$ cat config.mk
export PLATFORM = sky130hd
export DESIGN_NAME = pdu_cell
export DESIGN_NICKNAME = d
export VERILOG_FILES = /design/src/pdu_pkg.sv /design/src/pdu_cell.sv
export SDC_FILE = /design/constraint.sdc
export NUM_CORES = 1
export LEC_CHECK = 0
export BUFFER_PORTS_ARGS = -buffer_cell sky130_fd_sc_hd__buf_2
export CAP_MARGIN = 20
export CORE_ASPECT_RATIO = 1.1
export CORE_MARGIN = 10
export CORE_UTILIZATION = 45
export CTS_CLUSTER_DIAMETER = 50
export DETAILED_ROUTE_END_ITERATION = 7
export PLACE_DENSITY = 0.71
export SETUP_SLACK_MARGIN = 0.3
export SYNTH_ARGS = -nofsm -noshare
export SYNTH_HDL_FRONTEND = slang
export SYNTH_SLANG_ARGS = --single-unit
$ cat constraint.sdc
create_clock -name clock -period 15.55 [get_ports clock]
set_clock_uncertainty 0.15 [all_clocks]
set_input_delay 3.8875 -clock clock [delete_from_list [all_inputs] [get_ports clock]]
set_output_delay 3.8875 -clock clock [all_outputs]
set_load 0.01 [all_outputs]
$ cat src/pdu_pkg.sv
// ----------------------------------------------------------------------------
// pdu_pkg : shared types and codes for the planar primitive distance unit
// Kind codes, primitive shapes, the per-transaction control word and the
// decoder that picks the shape each distance lane works on.
// ----------------------------------------------------------------------------
`default_nettype none

package pdu_pkg;

   localparam int OUT_BITS  = 33;
   localparam int NUM_LANES = 4;

   localparam logic [3:0] KIND_PT_PT     = 4'd0;
   localparam logic [3:0] KIND_PT_SEG    = 4'd1;
   localparam logic [3:0] KIND_PT_RAY    = 4'd2;
   localparam logic [3:0] KIND_PT_LINE   = 4'd3;
   localparam logic [3:0] KIND_SEG_SEG   = 4'd4;
   localparam logic [3:0] KIND_SEG_RAY   = 4'd5;
   localparam logic [3:0] KIND_SEG_LINE  = 4'd6;
   localparam logic [3:0] KIND_RAY_RAY   = 4'd7;
   localparam logic [3:0] KIND_RAY_LINE  = 4'd8;
   localparam logic [3:0] KIND_LINE_LINE = 4'd9;

   typedef enum logic [1:0] {
      SHAPE_POINT = 2'd0,
      SHAPE_SEG   = 2'd1,
      SHAPE_RAY   = 2'd2,
      SHAPE_LINE  = 2'd3
   } shape_type;

   typedef struct packed {
      logic                 valid;
      logic                 zero;
      logic [NUM_LANES-1:0] lane_en;
   } pipe_ctl_type;

   // lane 0: p to (r,s), lane 1: q to (r,s), lane 2: r to (p,q), lane 3: s to (p,q)
   function automatic shape_type lane_shape(input logic [3:0] kind, input logic [1:0] lane);
      shape_type sh;
      sh = SHAPE_SEG;
      unique case (lane)
         2'd0: begin
            case (kind) inside
               KIND_PT_PT:                              sh = SHAPE_POINT;
               KIND_PT_SEG, KIND_SEG_SEG:               sh = SHAPE_SEG;
               KIND_PT_RAY, KIND_SEG_RAY, KIND_RAY_RAY: sh = SHAPE_RAY;
               default:                                 sh = SHAPE_LINE;
            endcase
         end
         2'd1: begin
            case (kind) inside
               KIND_SEG_RAY:  sh = SHAPE_RAY;
               KIND_SEG_LINE: sh = SHAPE_LINE;
               default:       sh = SHAPE_SEG;
            endcase
         end
         2'd2: begin
            case (kind) inside
               KIND_RAY_RAY, KIND_RAY_LINE: sh = SHAPE_RAY;
               KIND_LINE_LINE:              sh = SHAPE_LINE;
               default:                     sh = SHAPE_SEG;
            endcase
         end
         default: sh = SHAPE_SEG;
      endcase
      return sh;
   endfunction

endpackage

`default_nettype wire

$ cat src/pdu_cell.sv
// ----------------------------------------------------------------------------
// pdu_cell : one bit of the fixed-point square root
// Tries bit BIT of res against rem = N - res^2*den, keeps dr = den*res.
// ----------------------------------------------------------------------------
`default_nettype none

module pdu_cell #(
   parameter int BIT = 0,
   parameter int TW  = 100,
   parameter int DRW = 67,
   parameter int DW  = 34
) (
   input  logic                          clock,
   input  logic [TW-1:0]                 rem_in,
   input  logic [DRW-1:0]                dr_in,
   input  logic [DW-1:0]                 den_in,
   input  logic [pdu_pkg::OUT_BITS-1:0]  res_in,
   output logic [TW-1:0]                 rem_out,
   output logic [DRW-1:0]                dr_out,
   output logic [DW-1:0]                 den_out,
   output logic [pdu_pkg::OUT_BITS-1:0]  res_out
);
   import pdu_pkg::*;

   logic [TW-1:0]       trial;
   logic                take;
   logic [TW-1:0]       rem_ff;
   logic [DRW-1:0]      dr_ff;
   logic [DW-1:0]       den_ff;
   logic [OUT_BITS-1:0] res_ff;

   // (res + 2^BIT)^2 * den - res^2 * den
   assign trial = (TW'(dr_in) << (BIT + 1)) + (TW'(den_in) << (2 * BIT));
   assign take  = (trial <= rem_in);

   always_ff @(posedge clock) begin
      rem_ff <= take ? rem_in - trial : rem_in;
      dr_ff  <= take ? dr_in + (DRW'(den_in) << BIT) : dr_in;
      den_ff <= den_in;
      res_ff <= take ? (res_in | (OUT_BITS'(1) << BIT)) : res_in;
   end

   assign rem_out = rem_ff;
   assign dr_out  = dr_ff;
   assign den_out = den_ff;
   assign res_out = res_ff;

endmodule

`default_nettype wire

==> summary.txt <==
Synth
  • Synth async-reset ratio: 0%
  • Yosys Warn Count: 0
  • Mean Syn Cell Area: 8.00 um^2
  • Unique masters post-synth: 88
  • Top-count cell post-synth: dfxtp_1
  • Commonest cells in the netlist: dfxtp_1, a21oi_1, nor2_1
  • Register bit total from synthesis: around 230
  • Cell count after synthesis: 1975
  • Top area cells in the synthesized netlist: dfxtp_1, ha_1, a21oi_1
  • EDFF count, synth: 0
  • Mapped Area: roughly 0.016 mm^2
  • Yosys top cell area share: roughly 30%
  • Post-synth top flop: dfxtp_1
  • Synth area leader: dfxtp_1
  • Synthesized net count: about 2300
  • Post-synthesis sequential area ratio: 29.7%

Worst setup path
  • Crit path largest cell delay: 0.92 ns
  • CP Class: in2reg
  • Max FO, Critical Path: 77
  • Slowest-stage cell, CP: a2111oi_0
  • Critical Path AT: around 12 ns
  • CP required: around 16 ns
  • Critical-path cell list: buf_2 -> ha_1 -> o21ai_0 -> o21bai_1 -> o2111ai_1 -> a2111oi_0 -> o211ai_1 -> a21boi_0 -> o32ai_1 -> o21ai_2 -> nor3b_1 -> xnor2_1 -> ha_1 -> nand4_1 -> nor4_1 -> and2_1 -> nand4_1 -> nand3_1 -> a31oi_1 -> o21ai_4 -> buf_4 -> o21a_1 -> or3b_1 -> xnor2_1
  • CP startpoint: den_in[3]
  • Startpoint types: input port
  • Worst Setup End Kind: flop

Timing
  • Max-slew violation count: 0
  • Min Tclk post-route: 11.27 ns
  • Fmax: approximately 89 MHz
  • Worst-margin pin slew: 0.993 ns
  • Worst rel slew slack: 32.1%
  • Final Hold Vio Count: 0
  • Setup_tns: 0 ns
  • RSZ-0062 raised after global routing: no
  • Final setup viols: 0
  • Worst setup margin: between 4 and 5 ns
  • WHS: 3.27 ns
  • Tcrit/Tclk final: 72.5%

Detailed routing
  • DR WL/cell: 20.6 um
  • Final ANT Viol Nets: 0
  • Post-DR vias/cell: 5.65
  • Initial detailed-routing violation count: 1109
  • Via count: around 16000
  • DRT Wirelength: 59.2 mm
  • DRT Pass-1 Iters: 5
  • Residual DRC: 0

Finish
  • Share of post-route cells with drive strength above 1: 23.1%
  • Util after Layout: 56.4%
  • Fill cells: between 3000 and 4000
  • Post-route cell area: 0.0194 mm^2
  • Finished Layout Cells: roughly 2900
  • Register Area: 0.00468 mm^2
  • Nets: 2779
  • Multi-input gate area: 0.0106 mm^2
  • Area growth syn-to-layout: 23.2%

Clock network
  • Clock Sink Count: around 230
  • Clock-pin slew on the worst setup and hold paths: 0.06 ns
  • Setup bufs post-CTS: 0
  • Clock root cell: clkbuf_16
  • H-tree levels: 1
  • Clk buf depth: 3
  • Total CTS buffers: 30
  • Cts repair resizes: 0
  • Hold Buf Count CTS: 0
  • CTS tree: yes

GRT
  • Gr usage total: 25.8%
  • Gr ovfl total: 0
  • Initial antenna violation count: 11
  • First-pass GRT wire length: 89.1 mm
  • Vias in the first global route: 16026
  • Largest net degree at the start of global routing: 78

Placed design
  • Final GP Congestion: 0.925
  • Port buffer count: 468
  • DP Area: 0.0184 mm^2
  • Place WS: 3.81 ns
  • DP Wirelength: 48.9 mm
  • Inst Count DP: 2811

Die
  • Ports: 469
  • Initial core utilization: 45.8%
  • Horiz. Die Dim: 199 um
  • Die area: 0.0430 mm^2
  • Chip Height: 216 um
  • Core ar.: 0.0345 mm^2
  • FP Rows: 71

Power
  • Max VDD drop: 94.0 uV
  • PwrDens: 118 mW/mm^2
  • Total power: 2.29 mW
  • Leak: 8.86 nW

Worst hold path
  • Hold Crit Start: res_in[27]
  • Tightest Hold Check Type: in2reg

Flow run
  • Maxcap violations: 0

Outcome
  • Outcome: finished, final reports clean
==> worst max-delay path, delay by kind of cell <==
family                   cells  cell delay, ns
buffers and inverters        2            0.79
AND/OR/NAND/NOR              7            2.07
adder cells (fa/ha/maj)      2            0.78
AO/OA/AOI/OAI               11            3.73
XOR/XNOR                     2            0.24
==> worst paths after layout <==
kind                 endpoint  slack [ns]  cells past startpoint
setup / recovery   dr_out[55]        4.28                     24
hold / removal    res_out[27]        3.27                      1
==> cell type report <==
cell class / count / share of cell area, %
multi-input cells: 1611 / 54.4
flip-flops and latches: 234 / 24.1
repair buffers: 475 / 12.3
clock buffers: 38 / 4.43
well taps: 438 / 2.82
inverters: 53 / 1.02
clock inverters: 15 / 0.817
diodes: 8 / 0.103
==> power by group <==
part / total (mW) / leakage [nW] / internal, mW / switching, mW
sequential: 0.738 / 1.97 / 0.708 / 0.0296
clock: 0.699 / 0.505 / 0.415 / 0.284
combinational: 0.855 / 6.38 / 0.336 / 0.519
total: 2.29 / 8.86 / 1.46 / 0.833
==> per-layer routing <==
metal / wire, um / track usage, %
met1: 23900 / 30.3
met2: 28600 / 44.5
met3: 4350 / 5.53
met4: 2310 / 10.4
met5: 62 / 0
==> cells in the final DEF (no fill, tap or decap), types with 23 or more instances in the layout <==
master,count
nand4_1,52
nand3_1,67
xor2_1,99
xnor2_1,122
dfxtp_1,234
o21ai_0,105
o21bai_1,27
a21oi_1,227
buf_2,469
nand2_1,173
inv_1,53
and3_1,23
nor3_1,33
nor2_1,212
ha_1,136
a21o_1,65
clkbuf_16,31
==> cells by family after synthesis <==
logic type      synth area share, %
xor+xnor                       12.3
simple gates                   20.6
fa+ha+maj                      11.2
compound gates                 22.8
flops                          29.7
buf+inv                        3.37
mux                           0.143
==> sequential cells by signal, indices dropped and copies added, names as in the netlist <==
register and flops:
den_out 34, dr_out 67, rem_out 100, res_out 33
(Power assumes the default switching activity.)
